**config.mk**
```make
export PLATFORM = sky130hd
export DESIGN_NAME = priority_ready_queue_scheduler_flat
export DESIGN_NICKNAME = d
export VERILOG_FILES = /design/src/hw/rtl/prq_pkg.sv /design/src/hw/rtl/prq_in_if.sv /design/src/hw/rtl/prq_out_if.sv /design/src/hw/rtl/prq_store.sv /design/src/hw/rtl/priority_ready_queue_scheduler.sv /design/src/flat_wrapper.sv
export SDC_FILE = /design/constraint.sdc
export NUM_CORES = 2
export LEC_CHECK = 0
export ABC_AREA = 1
export BUFFER_PORTS_ARGS = -buffer_cell sky130_fd_sc_hd__buf_4
export CAP_MARGIN = 20
export CORE_MARGIN = 10
export CORE_UTILIZATION = 26
export DETAILED_ROUTE_END_ITERATION = 16
export GPL_TIMING_DRIVEN = 0
export PLACE_DENSITY = 0.48
export SYNTH_ARGS = -nofsm -noshare
export SYNTH_HDL_FRONTEND = slang
export SYNTH_HIERARCHICAL = 1
export SYNTH_SLANG_ARGS = --single-unit
```
**constraint.sdc**
```tcl
create_clock -name clk_i -period 15.87 [get_ports clk_i]
set_input_delay 1.587 -clock clk_i [delete_from_list [all_inputs] [get_ports clk_i]]
set_output_delay 1.587 -clock clk_i [all_outputs]
set_load 0.03 [all_outputs]
```
**src/hw/rtl/prq_pkg.sv**
```systemverilog
// Package for the priority ready queue scheduler.
// Holds sizes, operation codes, memory word and request types, and index helpers.
// No dependencies.
package prq_pkg;

  localparam int unsigned PRIORITY_LEVELS = 32;
  localparam int unsigned MAX_THREADS     = 64;

  localparam int unsigned LEVEL_W = $clog2(PRIORITY_LEVELS);
  localparam int unsigned THR_W   = $clog2(MAX_THREADS);

  // Field widths fixed by the item format
  localparam int unsigned OP_W    = 3;
  localparam int unsigned TID_W   = 6;
  localparam int unsigned PRIO_W  = 8;
  localparam int unsigned CFG_W   = 5;
  localparam int unsigned READY_W = 32;

  localparam logic [OP_W-1:0] OP_ENQUEUE = 3'd0;
  localparam logic [OP_W-1:0] OP_PICK    = 3'd1;
  localparam logic [OP_W-1:0] OP_QUERY   = 3'd2;
  localparam logic [OP_W-1:0] OP_SET     = 3'd3;
  localparam logic [OP_W-1:0] OP_TAKE    = 3'd4;

  // One word of the level memory: FIFO head and tail of one level
  typedef struct packed {
    logic [TID_W-1:0] head;
    logic [TID_W-1:0] tail;
  } lvl_entry_t;

  // Access requests from the control logic to the store
  typedef struct packed {
    logic                 lvl_re;
    logic [LEVEL_W-1:0]   lvl_raddr;
    logic                 lvl_we;
    logic [LEVEL_W-1:0]   lvl_waddr;
    lvl_entry_t           lvl_wdata;
    logic                 thr_re;
    logic [THR_W-1:0]     thr_raddr;
    logic                 link_we;
    logic [THR_W-1:0]     link_waddr;
    logic [TID_W-1:0]     link_wdata;
    logic                 prio_we;
    logic [THR_W-1:0]     prio_waddr;
    logic [PRIO_W-1:0]    prio_wdata;
  } store_req_t;

  // Map a thread id onto a thread memory index
  function automatic logic [THR_W-1:0] to_thr(input logic [TID_W-1:0] tid);
    logic [TID_W+THR_W-1:0] wide;
    wide = {{THR_W{1'b0}}, tid};
    return wide[THR_W-1:0];
  endfunction

endpackage

```
**src/hw/rtl/prq_in_if.sv**
```systemverilog
// Request channel of the priority ready queue scheduler.
// Depends on prq_pkg for field widths.
interface prq_in_if;
  logic                         valid;
  logic                         ready;
  logic [prq_pkg::OP_W-1:0]     operation;
  logic [prq_pkg::TID_W-1:0]    thread_id;
  logic [prq_pkg::PRIO_W-1:0]   priority_req;

  modport source (output valid, operation, thread_id, priority_req, input ready);
  modport sink   (input valid, operation, thread_id, priority_req, output ready);
endinterface

```
**src/hw/rtl/prq_out_if.sv**
```systemverilog
// Result channel of the priority ready queue scheduler.
// Depends on prq_pkg for field widths.
interface prq_out_if;
  logic                          valid;
  logic                          ready;
  logic [prq_pkg::TID_W-1:0]     picked_thread;
  logic                          idle;
  logic                          accepted;
  logic                          takers;
  logic                          resched;
  logic [prq_pkg::READY_W-1:0]   ready_levels;

  modport source (output valid, picked_thread, idle, accepted, takers, resched,
                  ready_levels, input ready);
  modport sink   (input valid, picked_thread, idle, accepted, takers, resched,
                  ready_levels, output ready);
endinterface

```
**src/hw/rtl/prq_store.sv**
```systemverilog
// Queue storage: level head/tail memory, per-thread link and priority memories.
// Depends on prq_pkg. All reads are registered.
module prq_store (
  input  logic                         clk_i,
  input  prq_pkg::store_req_t          req_i,
  output prq_pkg::lvl_entry_t          lvl_rdata_o,
  output logic [prq_pkg::TID_W-1:0]    link_rdata_o,
  output logic [prq_pkg::PRIO_W-1:0]   prio_rdata_o
);
  import prq_pkg::*;

  lvl_entry_t         lvl_mem  [PRIORITY_LEVELS];
  logic [TID_W-1:0]   link_mem [MAX_THREADS];
  logic [PRIO_W-1:0]  prio_mem [MAX_THREADS];

  lvl_entry_t         lvl_rdata_q;
  logic [TID_W-1:0]   link_rdata_q;
  logic [PRIO_W-1:0]  prio_rdata_q;

  always_ff @(posedge clk_i) begin
    if (req_i.lvl_we) begin
      lvl_mem[req_i.lvl_waddr] <= req_i.lvl_wdata;
    end
    if (req_i.lvl_re) begin
      lvl_rdata_q <= lvl_mem[req_i.lvl_raddr];
    end
  end

  always_ff @(posedge clk_i) begin
    if (req_i.link_we) begin
      link_mem[req_i.link_waddr] <= req_i.link_wdata;
    end
    if (req_i.thr_re) begin
      link_rdata_q <= link_mem[req_i.thr_raddr];
    end
  end

  always_ff @(posedge clk_i) begin
    if (req_i.prio_we) begin
      prio_mem[req_i.prio_waddr] <= req_i.prio_wdata;
    end
    if (req_i.thr_re) begin
      prio_rdata_q <= prio_mem[req_i.thr_raddr];
    end
  end

  assign lvl_rdata_o  = lvl_rdata_q;
  assign link_rdata_o = link_rdata_q;
  assign prio_rdata_o = prio_rdata_q;

endmodule

```
**src/hw/rtl/priority_ready_queue_scheduler.sv**
```systemverilog
// Priority ready queue scheduler: per-level FIFOs of thread ids plus a ready bitmap.
// Enqueue, query, set, take and an idle pick load the result register from the execute
// state; a pick that finds a thread first reads the link/priority memory and loads the
// result from the pick state. One item at a time: a new item is taken only when idle,
// and a waiting result holds the next item. Reset clears the bitmap, queued bits, current
// thread, flag and default level; memories are not cleared.
module priority_ready_queue_scheduler (
  input  logic                        clk_i,
  input  logic                        rst_ni,
  input  logic                        cfg_we_i,
  input  logic [prq_pkg::CFG_W-1:0]   cfg_wdata_i,
  prq_in_if.sink                      req_i,
  prq_out_if.source                   rsp_o
);
  import prq_pkg::*;

  // Sequencer states
  localparam logic [1:0] ST_IDLE = 2'd0;
  localparam logic [1:0] ST_EXEC = 2'd1;
  localparam logic [1:0] ST_PICK = 2'd2;

  logic [1:0]                 state_q, state_d;
  logic [OP_W-1:0]            op_q, op_d;
  logic [TID_W-1:0]           tid_q, tid_d;
  logic [PRIO_W-1:0]          prio_q, prio_d;
  logic [LEVEL_W-1:0]         lvl_q, lvl_d;

  logic [PRIORITY_LEVELS-1:0] ready_q, ready_d;
  logic [MAX_THREADS-1:0]     queued_q, queued_d;
  logic                       cur_valid_q, cur_valid_d;
  logic [PRIO_W-1:0]          cur_prio_q, cur_prio_d;
  logic                       resched_q, resched_d;
  logic [CFG_W-1:0]           dflt_q;

  // Output register
  logic                       out_valid_q, out_valid_d;
  logic [TID_W-1:0]           out_picked_q, out_picked_d;
  logic                       out_idle_q, out_idle_d;
  logic                       out_acc_q, out_acc_d;
  logic                       out_takers_q, out_takers_d;
  logic                       out_resched_q, out_resched_d;
  logic [READY_W-1:0]         out_levels_q, out_levels_d;

  store_req_t                 sreq;
  lvl_entry_t                 lvl_rdata;
  logic [TID_W-1:0]           link_rdata;
  logic [PRIO_W-1:0]          prio_rdata;

  logic                       accept;
  logic                       out_free;
  logic                       done;
  logic [LEVEL_W-1:0]         top_lvl;
  logic [LEVEL_W-1:0]         dflt_lvl;
  logic [LEVEL_W-1:0]         enq_lvl;
  logic [LEVEL_W-1:0]         query_lvl;
  logic                       takers_hit;
  logic                       tid_ok;

  assign accept   = req_i.valid && req_i.ready;
  assign out_free = !out_valid_q || rsp_o.ready;
  assign req_i.ready = (state_q == ST_IDLE);

  // Highest non-empty level; the last set bit wins
  always_comb begin
    top_lvl = '0;
    for (int i = 0; i < PRIORITY_LEVELS; i++) begin
      if (ready_q[i]) top_lvl = LEVEL_W'(i);
    end
  end

  // Saturate the default level, then file out-of-range priorities there
  assign dflt_lvl = (32'(dflt_q) < PRIORITY_LEVELS) ? LEVEL_W'(dflt_q)
                                                     : LEVEL_W'(PRIORITY_LEVELS - 1);
  assign enq_lvl  = (32'(req_i.priority_req) < PRIORITY_LEVELS)
                    ? LEVEL_W'(req_i.priority_req) : dflt_lvl;

  // Query: clamp to the top level, then look for any ready level at or above it
  assign query_lvl = (32'(prio_q) < PRIORITY_LEVELS) ? LEVEL_W'(prio_q)
                                                      : LEVEL_W'(PRIORITY_LEVELS - 1);
  always_comb begin
    takers_hit = 1'b0;
    for (int i = 0; i < PRIORITY_LEVELS; i++) begin
      if (32'(i) >= 32'(query_lvl)) takers_hit = takers_hit | ready_q[i];
    end
  end

  assign tid_ok = (32'(tid_q) < MAX_THREADS);

  always_comb begin
    state_d       = state_q;
    op_d          = op_q;
    tid_d         = tid_q;
    prio_d        = prio_q;
    lvl_d         = lvl_q;
    ready_d       = ready_q;
    queued_d      = queued_q;
    cur_valid_d   = cur_valid_q;
    cur_prio_d    = cur_prio_q;
    resched_d     = resched_q;
    sreq          = '0;
    done          = 1'b0;
    out_picked_d  = '0;
    out_idle_d    = 1'b0;
    out_acc_d     = 1'b0;
    out_takers_d  = 1'b0;
    out_resched_d = 1'b0;

    unique case (state_q)
      ST_IDLE: begin
        if (accept) begin
          // Latch the item and start the level memory read
          op_d           = req_i.operation;
          tid_d          = req_i.thread_id;
          prio_d         = req_i.priority_req;
          lvl_d          = (req_i.operation == OP_PICK) ? top_lvl : enq_lvl;
          sreq.lvl_re    = 1'b1;
          sreq.lvl_raddr = lvl_d;
          state_d        = ST_EXEC;
        end
      end

      ST_EXEC: begin
        if (op_q == OP_PICK && ready_q != '0) begin
          // Fetch link and priority of the head thread
          sreq.thr_re    = 1'b1;
          sreq.thr_raddr = to_thr(lvl_rdata.head);
          state_d        = ST_PICK;
        end else if (out_free) begin
          done    = 1'b1;
          state_d = ST_IDLE;
          unique case (op_q)
            OP_ENQUEUE: begin
              if (tid_ok && !queued_q[to_thr(tid_q)]) begin
                out_acc_d           = 1'b1;
                sreq.lvl_we         = 1'b1;
                sreq.lvl_waddr      = lvl_q;
                sreq.lvl_wdata.head = ready_q[lvl_q] ? lvl_rdata.head : tid_q;
                sreq.lvl_wdata.tail = tid_q;
                // Append behind the old tail when the level is not empty
                sreq.link_we        = ready_q[lvl_q];
                sreq.link_waddr     = to_thr(lvl_rdata.tail);
                sreq.link_wdata     = tid_q;
                sreq.prio_we        = 1'b1;
                sreq.prio_waddr     = to_thr(tid_q);
                sreq.prio_wdata     = prio_q;
                ready_d[lvl_q]      = 1'b1;
                queued_d[to_thr(tid_q)] = 1'b1;
                if (cur_valid_q && prio_q > cur_prio_q) resched_d = 1'b1;
              end
              out_resched_d = resched_d;
            end
            OP_PICK: begin
              // Every level empty: report idle and drop the current thread
              out_idle_d    = 1'b1;
              cur_valid_d   = 1'b0;
              cur_prio_d    = '0;
              out_resched_d = resched_q;
            end
            OP_QUERY: begin
              out_takers_d  = takers_hit;
              out_resched_d = resched_q;
            end
            OP_SET: begin
              resched_d     = 1'b1;
              out_resched_d = 1'b1;
            end
            OP_TAKE: begin
              // Report the flag, then clear it
              out_resched_d = resched_q;
              resched_d     = 1'b0;
            end
            default: begin
              out_resched_d = resched_q;
            end
          endcase
        end
      end

      ST_PICK: begin
        if (out_free) begin
          done    = 1'b1;
          state_d = ST_IDLE;
          if (lvl_rdata.head == lvl_rdata.tail) begin
            ready_d[lvl_q] = 1'b0;
          end else begin
            // Advance the head along the link
            sreq.lvl_we         = 1'b1;
            sreq.lvl_waddr      = lvl_q;
            sreq.lvl_wdata.head = link_rdata;
            sreq.lvl_wdata.tail = lvl_rdata.tail;
          end
          queued_d[to_thr(lvl_rdata.head)] = 1'b0;
          cur_valid_d   = 1'b1;
          cur_prio_d    = prio_rdata;
          out_picked_d  = lvl_rdata.head;
          out_resched_d = resched_q;
        end
      end

      default: begin
        state_d = ST_IDLE;
      end
    endcase
  end

  assign out_levels_d = READY_W'(ready_d);
  assign out_valid_d  = done ? 1'b1 : (rsp_o.ready ? 1'b0 : out_valid_q);

  prq_store u_store (
    .clk_i        (clk_i),
    .req_i        (sreq),
    .lvl_rdata_o  (lvl_rdata),
    .link_rdata_o (link_rdata),
    .prio_rdata_o (prio_rdata)
  );

  always_ff @(posedge clk_i or negedge rst_ni) begin
    if (!rst_ni) begin
      state_q     <= ST_IDLE;
      ready_q     <= '0;
      queued_q    <= '0;
      cur_valid_q <= 1'b0;
      cur_prio_q  <= '0;
      resched_q   <= 1'b0;
      dflt_q      <= '0;
      out_valid_q <= 1'b0;
    end else begin
      state_q     <= state_d;
      ready_q     <= ready_d;
      queued_q    <= queued_d;
      cur_valid_q <= cur_valid_d;
      cur_prio_q  <= cur_prio_d;
      resched_q   <= resched_d;
      out_valid_q <= out_valid_d;
      if (cfg_we_i) begin
        dflt_q <= cfg_wdata_i;
      end
    end
  end

  // Item and result payload; no reset needed
  always_ff @(posedge clk_i) begin
    op_q   <= op_d;
    tid_q  <= tid_d;
    prio_q <= prio_d;
    lvl_q  <= lvl_d;
    if (done) begin
      out_picked_q  <= out_picked_d;
      out_idle_q    <= out_idle_d;
      out_acc_q     <= out_acc_d;
      out_takers_q  <= out_takers_d;
      out_resched_q <= out_resched_d;
      out_levels_q  <= out_levels_d;
    end
  end

  assign rsp_o.valid         = out_valid_q;
  assign rsp_o.picked_thread = out_picked_q;
  assign rsp_o.idle          = out_idle_q;
  assign rsp_o.accepted      = out_acc_q;
  assign rsp_o.takers        = out_takers_q;
  assign rsp_o.resched       = out_resched_q;
  assign rsp_o.ready_levels  = out_levels_q;

  // There are at least as many queued threads as ready levels
  a_ready_backed: assert property (@(posedge clk_i) disable iff (!rst_ni)
    $countones(queued_q) >= $countones(ready_q))
    else $error("ready level without a queued thread");

  // A result is never loaded over one that is still waiting
  a_no_overwrite: assert property (@(posedge clk_i) disable iff (!rst_ni)
    done |-> out_free)
    else $error("result register overwritten");

  // Without a current thread the current priority stays zero
  a_cur_prio_clear: assert property (@(posedge clk_i) disable iff (!rst_ni)
    !cur_valid_q |-> (cur_prio_q == '0))
    else $error("stale current priority");

  // An idle pick only happens with an empty bitmap
  a_idle_empty: assert property (@(posedge clk_i) disable iff (!rst_ni)
    (rsp_o.valid && rsp_o.idle) |-> (rsp_o.ready_levels == '0))
    else $error("idle reported with ready levels");

  // An accepted item always enters execution next
  a_accept_exec: assert property (@(posedge clk_i) disable iff (!rst_ni)
    accept |=> (state_q == ST_EXEC))
    else $error("accepted item not executed");

endmodule
```
**src/flat_wrapper.sv**
```systemverilog
// flat-port wrapper written by rule: the top's interface ports become plain ports
module priority_ready_queue_scheduler_flat import prq_pkg::*;
  (clk_i, rst_ni, cfg_we_i, cfg_wdata_i, req_i_valid, req_i_operation, req_i_thread_id, req_i_priority_req, req_i_ready, rsp_o_valid, rsp_o_picked_thread, rsp_o_idle, rsp_o_accepted, rsp_o_takers, rsp_o_resched, rsp_o_ready_levels, rsp_o_ready);
  prq_in_if req_i_i ();
  prq_out_if rsp_o_i ();
  input  logic clk_i;
  input  logic rst_ni;
  input  logic cfg_we_i;
  input  logic [prq_pkg::CFG_W-1:0] cfg_wdata_i;
  input wire logic [$bits(req_i_i.valid)-1:0] req_i_valid;
  input wire logic [$bits(req_i_i.operation)-1:0] req_i_operation;
  input wire logic [$bits(req_i_i.thread_id)-1:0] req_i_thread_id;
  input wire logic [$bits(req_i_i.priority_req)-1:0] req_i_priority_req;
  output wire logic [$bits(req_i_i.ready)-1:0] req_i_ready;
  output wire logic [$bits(rsp_o_i.valid)-1:0] rsp_o_valid;
  output wire logic [$bits(rsp_o_i.picked_thread)-1:0] rsp_o_picked_thread;
  output wire logic [$bits(rsp_o_i.idle)-1:0] rsp_o_idle;
  output wire logic [$bits(rsp_o_i.accepted)-1:0] rsp_o_accepted;
  output wire logic [$bits(rsp_o_i.takers)-1:0] rsp_o_takers;
  output wire logic [$bits(rsp_o_i.resched)-1:0] rsp_o_resched;
  output wire logic [$bits(rsp_o_i.ready_levels)-1:0] rsp_o_ready_levels;
  input wire logic [$bits(rsp_o_i.ready)-1:0] rsp_o_ready;
  assign req_i_i.valid = req_i_valid;
  assign req_i_i.operation = req_i_operation;
  assign req_i_i.thread_id = req_i_thread_id;
  assign req_i_i.priority_req = req_i_priority_req;
  assign req_i_ready = req_i_i.ready;
  assign rsp_o_valid = rsp_o_i.valid;
  assign rsp_o_picked_thread = rsp_o_i.picked_thread;
  assign rsp_o_idle = rsp_o_i.idle;
  assign rsp_o_accepted = rsp_o_i.accepted;
  assign rsp_o_takers = rsp_o_i.takers;
  assign rsp_o_resched = rsp_o_i.resched;
  assign rsp_o_ready_levels = rsp_o_i.ready_levels;
  assign rsp_o_i.ready = rsp_o_ready;
  priority_ready_queue_scheduler u_core (.clk_i(clk_i), .rst_ni(rst_ni), .cfg_we_i(cfg_we_i), .cfg_wdata_i(cfg_wdata_i), .req_i(req_i_i), .rsp_o(rsp_o_i));
endmodule
```
## Word level (Yosys, flattened, before mapping)

Memory sizes are Yosys's and may differ from the RTL's. A register that Yosys moved wholly into a read port is not among the register bits.
Cells that the tools add are included.

- Latch bits: 0
- Logic and storage cells: 279
- Memory bits (read-only): 0
- Memories kept: 3
- Memory bits (writable): 1280
- Output and inout port bits: 44
- Register bits: 178
- Input bits: 27

- Shifts and indexed selects: 0
- Add/subtract/negate cells: 0
- Bitwise logic cells: 42
- Divide/modulo/power cells: 0
- Equal/unequal tests: 15
- Multiply operators: 0
- Reductions and logical operators: 22
- $lt $le $gt $ge: 40
- Multiplexer cells: 139

Memory list:

| memory | words | bits a word | rd ports | clocked after memory_dff | write ports | line | RTL |
|---|---|---|---|---|---|---|---|
| u_core.u_store.prio_mem | 64 | 8 | 1 | 1 | 1 | prq_store.sv:14 | `logic [PRIO_W-1:0] prio_mem [MAX_THREADS];` |
| u_core.u_store.link_mem | 64 | 6 | 1 | 1 | 1 | prq_store.sv:13 | `logic [TID_W-1:0] link_mem [MAX_THREADS];` |
| u_core.u_store.lvl_mem | 32 | 12 | 1 | 1 | 1 | prq_store.sv:12 | `lvl_entry_t lvl_mem [PRIORITY_LEVELS];` |

Operators by type and width:

| cell | number |
|---|---|
| $mux 64 | 5 |
| $mux 32 | 6 |
| $mux 5 | 33 |
| $pmux 64 s2 | 1 |
| $mux 28 | 4 |
| $mux 18 | 6 |
| $ge 5x5->1 const A | 15 |
| $and 64x64->64 | 1 |
| $not 64->64 | 1 |
| $or 64x64->64 | 1 |
| $pmux 32 s2 | 1 |
| $mux 1 | 58 |
| $ge 4x5->1 const A | 8 |
| $pmux 18 s2 | 1 |
| $mux 35 | 1 |
| $and 32x32->32 | 1 |
| $mux 8 | 4 |
| $not 32->32 | 1 |
| $or 32x32->32 | 1 |
| $reduce_bool 32->1 | 1 |
| $or 1x1->1 | 31 |
| $ge 3x5->1 const A | 4 |
| $mux 6 | 3 |
| $lt 8x6->1 const B | 2 |
| other kinds (39) | 68 |

## Depth between registers and ports, before layout

- Depth after elaboration: 65
- Mapped depth: 42
- Mapped depth without buffers: 40

## Hierarchy

Netlist, hierarchy kept.

By module, submodules not included:

| module | sequential area each (µm²) | cells each | area each (µm²) | instances |
|---|---|---|---|---|
| prq_store | 39217.6 | 4497 | 53413.7 | 1 |
| priority_ready_queue_scheduler | 4774.6 | 1281 | 10187.3 | 1 |

## Least setup slack after synthesis

Ideal clock, no wire load.

- Path kind: in2reg
- From: input port rsp_o_ready
- To: memory u_core.u_store.prio_mem[1][0], enable pin
- Required time: 15.475 ns
- Slack: 10.457 ns
- Arrival: 5.019 ns
- Buffers on the path: 1
- Cell stages on the path: 7
- Setup time: 0.395 ns
- Cells stage by stage: nor2_1 > nor2_2 > nand2_2 > nor2_1 > clkbuf_1 > inv_1 > nor4_1

- Longest elaborated chain between the ends: 6

Ends and longest elaborated chain:

| item | line | RTL |
|---|---|---|
| start: declaration | flat_wrapper.sv:22 | `input wire logic [$bits(rsp_o_i.ready)-1:0] rsp_o_ready;` |
| $logic_or 1x1->1 * | priority_ready_queue_scheduler.sv:60 | `assign out_free = !out_valid_q \|\| rsp_o.ready;` |
| $mux 28 * | priority_ready_queue_scheduler.sv:128 | `end else if (out_free) begin` |
| $mux 28 * | priority_ready_queue_scheduler.sv:123 | `if (op_q == OP_PICK && ready_q != '0) begin` |
| $mux 35 * | priority_ready_queue_scheduler.sv:108 | `unique case (state_q)` |
| $mux 1 | prq_store.sv:39 | `if (req_i.prio_we) begin` |
| $mux 1 (implied by the code) | prq_store.sv:40 | `prio_mem[req_i.prio_waddr] <= req_i.prio_wdata;` |
| end: declaration | prq_store.sv:14 |  |

Mark *: on every way between the ends. The rest lies on a longest branch, timed or not.

## Worst setup path after layout

- From: register u_core.tid_q[0]
- To: memory u_core.u_store.prio_mem[62][4], enable pin

- Longest elaborated chain between the ends: 9

Ends and longest elaborated chain:

| item | line | RTL |
|---|---|---|
| start: declaration | priority_ready_queue_scheduler.sv:24 | `logic [TID_W-1:0] tid_q, tid_d;` |
| start signal: assignment | priority_ready_queue_scheduler.sv:244 | `tid_q <= tid_d;` |
| $bmux 1 s6 | priority_ready_queue_scheduler.sv:133 | `if (tid_ok && !queued_q[to_thr(tid_q)]) begin` |
| $mux 1 (implied by the code) | priority_ready_queue_scheduler.sv:133 |  |
| $mux 28 * | priority_ready_queue_scheduler.sv:133 |  |
| $mux 28 * | priority_ready_queue_scheduler.sv:131 | `unique case (op_q)` |
| $mux 28 * | priority_ready_queue_scheduler.sv:128 |  |
| $mux 28 * | priority_ready_queue_scheduler.sv:123 |  |
| $mux 35 * | priority_ready_queue_scheduler.sv:108 |  |
| $mux 1 | prq_store.sv:39 |  |
| $mux 1 (implied by the code) | prq_store.sv:40 |  |

Mark *: on every way between the ends. The rest lies on a longest branch, timed or not. The select of a mux whose other input is x is not followed.

==> qor.json <==
{
  "outcome": {"value": "complete, no violations"},
  "synth.avg_cell_area": {"value": 11.0, "unit": "um2"},
  "max-clock-path-buffers": {"value": 3},
  "fin_worst_skew": {"value": 0.0403, "unit": "ns"},
  "cts_repair_resize_count": {"value": 0},
  "num_io_pins": {"value": 71},
  "clockPowerShare": {"value": 0.341},
  "grt-busiest-layer": {"value": "met2"},
  "placedCellCount": {"value": 9125},
  "clockRootBuffer": {"value": "clkbuf_16"},
  "core.rowCount": {"value": 181},
  "rr_startpoint": {"value": "u_core/tid_q[0]"},
  "critical_path_s_slowest_cell": {"value": "nor2_1"},
  "timing.critical_path.mode_cell": {"value": "nand2_1"},
  "detailedPlace.worstSlack": {"value": 9.54, "unit": "ns"},
  "drive_gt1_frac": {"value": 0.108},
  "ys_async_sr_fraction": {"value": 0.0768},
  "critPathBufInv": {"value": 6},
  "insertion_delay": {"value": 0.81, "unit": "ns"},
  "power.density": {"value": 139, "unit": "mW/mm2"},
  "cts_setup_buffers": {"value": 0},
  "timing_worst_slew_pin_value": {"value": 1.19, "unit": "ns"},
  "detailed_place_hpwl": {"value": 169, "unit": "mm"},
  "p_sw": {"value": 0.00336, "unit": "W"},
  "routed-via-count": {"value": 47000},
  "power.switching_fraction": {"value": 0.324},
  "vdd.ir_drop.worst": {"value": 90.6, "unit": "uV"},
  "worst-setup-path-type": {"value": "reg2reg"},
  "cpPeakStageDelay": {"value": 1.18, "unit": "ns"},
  "synthesis.instances": {"value": 5778},
  "synthesis.yosys.warnings": {"value": 6},
  "critPathLaunch": {"value": "u_core/tid_q[0]"},
  "design_power_total": {"value": 0.0104, "unit": "W"},
  "via_count_of_the_first_global_routing_pass": {"value": 43900},
  "cp.arrival": {"value": 6.88, "unit": "ns"},
  "synth_top_cell_by_area": {"value": "edfxtp_1"},
  "per_cell_routed_wire_length": {"value": 24.9, "unit": "um"},
  "cts.sink_count": {"value": 1484},
  "die_area": {"value": 0.265, "unit": "mm2"},
  "holdCritPathClass": {"value": "reg2reg"},
  "antenna_found_initial": {"value": 8},
  "synth_flop_cell": {"value": "edfxtp_1"},
  "die_height": {"value": 515, "unit": "um"},
  "max-slew-margin-rel": {"value": 0.202},
  "final_hold_viol_count": {"value": 0},
  "grt_pass1_wl": {"value": 329, "unit": "mm"},
  "cts_max_level": {"value": 4},
  "reported_leakage_power": {"value": 26.3, "unit": "nW"},
  "gr-usage-met1": {"value": 0.234},
  "cts_buffers": {"value": 154},
  "cpLargestDelayFamily": {"value": "simple AND/OR/NAND/NOR gates"},
  "power.internal": {"value": 0.00702, "unit": "W"},
  "synthesis.nets": {"value": 5817},
  "grt_start_max_net_pins": {"value": 71},
  "register_bit_count_reported_by_yosys": {"value": 1484},
  "initial_core_util": {"value": 0.261},
  "syn_to_final_growth": {"value": 17.3, "unit": "%"},
  "seq_total_area_yosys": {"value": 0.692},
  "detail_route.vias_per_cell": {"value": 4.99},
  "crit_path_start_kind": {"value": "flip-flop"},
  "drt-initial-drc-count": {"value": 5706},
  "layout_worst_path_cycle_share": {"value": 0.408},
  "critical_path.endpoint_type": {"value": "flip-flop"},
  "final_replace_weighted_congestion": {"value": 0.948},
  "timing.final.max_slew_violations": {"value": 0},
  "rsz_0062_raised_after_global_routing": {"value": "false"},
  "synth_enable_flop_cells": {"value": 1370},
  "dieWidth": {"value": 515, "unit": "um"},
  "critical_path_required": {"value": 16.27, "unit": "ns"},
  "drtPass1Iterations": {"value": 6},
  "path_clk_slew": {"value": 0.06, "unit": "ns"},
  "crit_path_cell_trace": {"value": "inv_2 -> nor3_2 -> clkbuf_1 -> a22oi_1 -> nand4_1 -> nand2_1 -> nand2_1 -> nor2_1 -> nand2_1 -> inv_2 -> nand2_2 -> nor2_2 -> nand2_2 -> nor2_4 -> buf_12 -> clkbuf_1 -> inv_1 -> nand4_1 -> nor2_1"},
  "finish.net_count": {"value": 6132},
  "detail_route.wirelength": {"value": 234, "unit": "mm"},
  "finalWorstSetupSlack": {"value": 9.39, "unit": "ns"},
  "postCtsHoldBufs": {"value": 0},
  "ant_nets": {"value": 0},
  "grt.overflow.total": {"value": 0},
  "synth_largest_type_area_fraction": {"value": 0.647},
  "grt.total_usage": {"value": 0.170},
  "floorplan.core_area": {"value": 0.243, "unit": "mm2"},
  "finalCoreUtilization": {"value": 0.307},
  "instances_no_fill": {"value": 9418},
  "power.combinational.fraction": {"value": 0.213},
  "synth.cell_area": {"value": 0.0636, "unit": "mm2"},
  "cp_max_fo": {"value": 32},
  "p_seq_frac": {"value": 0.446},
  "synth.top_cells.by_area": {"value": "edfxtp_1, nand2_1, nand3_1"},
  "remaining_drc_errors": {"value": 0},
  "synthDistinctLibCells": {"value": 54},
  "number_of_antenna_repair_diodes": {"value": 0},
  "grt_util_met3": {"value": 0.0297},
  "hold_path.startpoint": {"value": "u_core/u_store/prio_rdata_o[6]"},
  "fmax": {"value": 154, "unit": "MHz"},
  "clock_tree_from_tritoncts": {"value": "done"},
  "fillCellCount": {"value": 24900},
  "number_of_failing_setup_endpoints_in_the_final_timing_report": {"value": 0},
  "port_buffers": {"value": 69},
  "fin_tns_setup": {"value": 0, "unit": "ns"},
  "min_period": {"value": 6.48, "unit": "ns"},
  "max_cap_viol_count": {"value": 0},
  "grtUsageMet2": {"value": 0.269}
}
==> placed cells by master (no fill, tap or decap), types with 8 or more instances in the layout <==
cell,netlist,final
nand2_1,1811,1811
edfxtp_1,1370,1370
nand3_1,999,999
nor2_1,366,342
o21ai_0,177,177
clkbuf_16,0,157
a21oi_1,157,153
inv_1,142,141
buf_4,39,132
clkbuf_1,94,127
buf_2,122,123
dfrtp_1,114,114
buf_6,61,78
clkinv_1,6,41
o31ai_1,41,41
a22oi_1,32,32
a31oi_1,29,29
nor3_1,35,27
nand4_1,26,26
buf_12,0,25
clkinv_2,0,23
nor2_4,0,23
nand3b_1,20,20
o22ai_1,15,15
buf_16,0,15
inv_2,12,13
nor3_2,5,13
ha_1,12,12
o211ai_1,10,10
buf_1,10,10
bufinv_16,0,8
nor4_2,0,8
==> metal layers <==
| layer | part of all wire | vias to the layer above |
|---|---|---|
| li1 | - | 21000 |
| met1 | 0.43 | 23600 |
| met2 | 0.46 | 2060 |
| met3 | 0.076 | 347 |
| met4 | 0.036 | 0 |
| met5 | 0 | - |
==> through the flow <==
step	area, um2	hold slack [ns]
floorplan	63600	0.449
global placement	68100	0.478
detailed placement	69700	0.475
CTS	74500	0.497
global route	74600	0.528
finish	74600	0.491
==> cell families after synthesis <==
logic type      share of synthesized area
compound gates                     0.0461
xor+xnor                         0.000275
buf+inv                            0.0416
mux                              0.000177
fa+ha+maj                         0.00236
simple gates                        0.218
flops                               0.692
==> synthesized netlist by cell type (12+ instances only) <==
cell type and instances:
nand3b_1 20, dfrtp_1 114, ha_1 12, nor2_1 366, a22oi_1 32, clkbuf_1 94, o22ai_1 15, a21oi_1 157
inv_2 12, nor3_1 35, buf_2 122, buf_6 61, buf_4 39, o21ai_0 177, nand3_1 999, a31oi_1 29
edfxtp_1 1370, nand4_1 26, inv_1 142, o31ai_1 41, nand2_1 1811
==> flip-flops by register name, summed over array words and instances (netlist names), 3 cells and up <==
register                     cells
u_core/ready_q                  32
u_core/u_store/lvl_rdata_o      12
u_core/dflt_lvl                  5
u_core/cur_prio_q                8
u_core/prio_q                    8
u_core/u_store/link_mem        384
u_core/op_q                      3
u_core/lvl_q                     5
u_core/queued_q                 64
u_core/rsp_o.picked_thread       6
u_core/u_store/prio_mem        512
u_core/u_store/link_rdata_o      6
u_core/u_store/lvl_mem         384
u_core/rsp_o.ready_levels       32
u_core/tid_q                     6
u_core/u_store/prio_rdata_o      8
==> tightest hold or removal path, delay by kind of cell (launching register included) <==
family             cells  cell delay (ns)
and+or+nand+nor        1             0.07
DFF                    1             0.33
AOI/OAI and AO/OA      1             0.06
==> layout make-up <==
cell class,count,area [um2],area share
Sequential cell,1484,44000,0.589
Inverter,162,618,0.00828
Timing Repair Buffer,159,1910,0.0255
Multi-Input combinational cell,3801,17300,0.231
Buffer,331,2030,0.0271
Clock buffer,191,4070,0.0545
Tap cell,3202,4010,0.0537
Clock inverter,88,742,0.00994
==> power groups by stage <==
stage	Combinational [W]	Clock (W)	Sequential, W
after floorplan	0.00111	0	0.00474
after global placement	0.00208	0	0.00473
after detailed placement	0.00217	0	0.00471
after CTS	0.00218	0.00361	0.00463
after global routing	0.00236	0.00377	0.00465
final	0.00221	0.00353	0.00463
==> path summary, 6_finish.rpt <==
path / end / slack (ns) / depth (start not counted)
worst max-delay path: u_core/u_store/prio_mem[62][4] / 9.39 / 19
worst min-delay path: u_core/cur_prio_q[6] / 0.49 / 2
worst max register to register: u_core/u_store/prio_mem[62][4] / 9.39 / 19
worst min register to register: u_core/cur_prio_q[6] / 0.49 / 2
max in group asynchronous: u_core/queued_q[7] / 14.39 / 2
min in group asynchronous: u_core/rsp_o.valid / 0.72 / 1
Power figures use the tool's default switching activity.
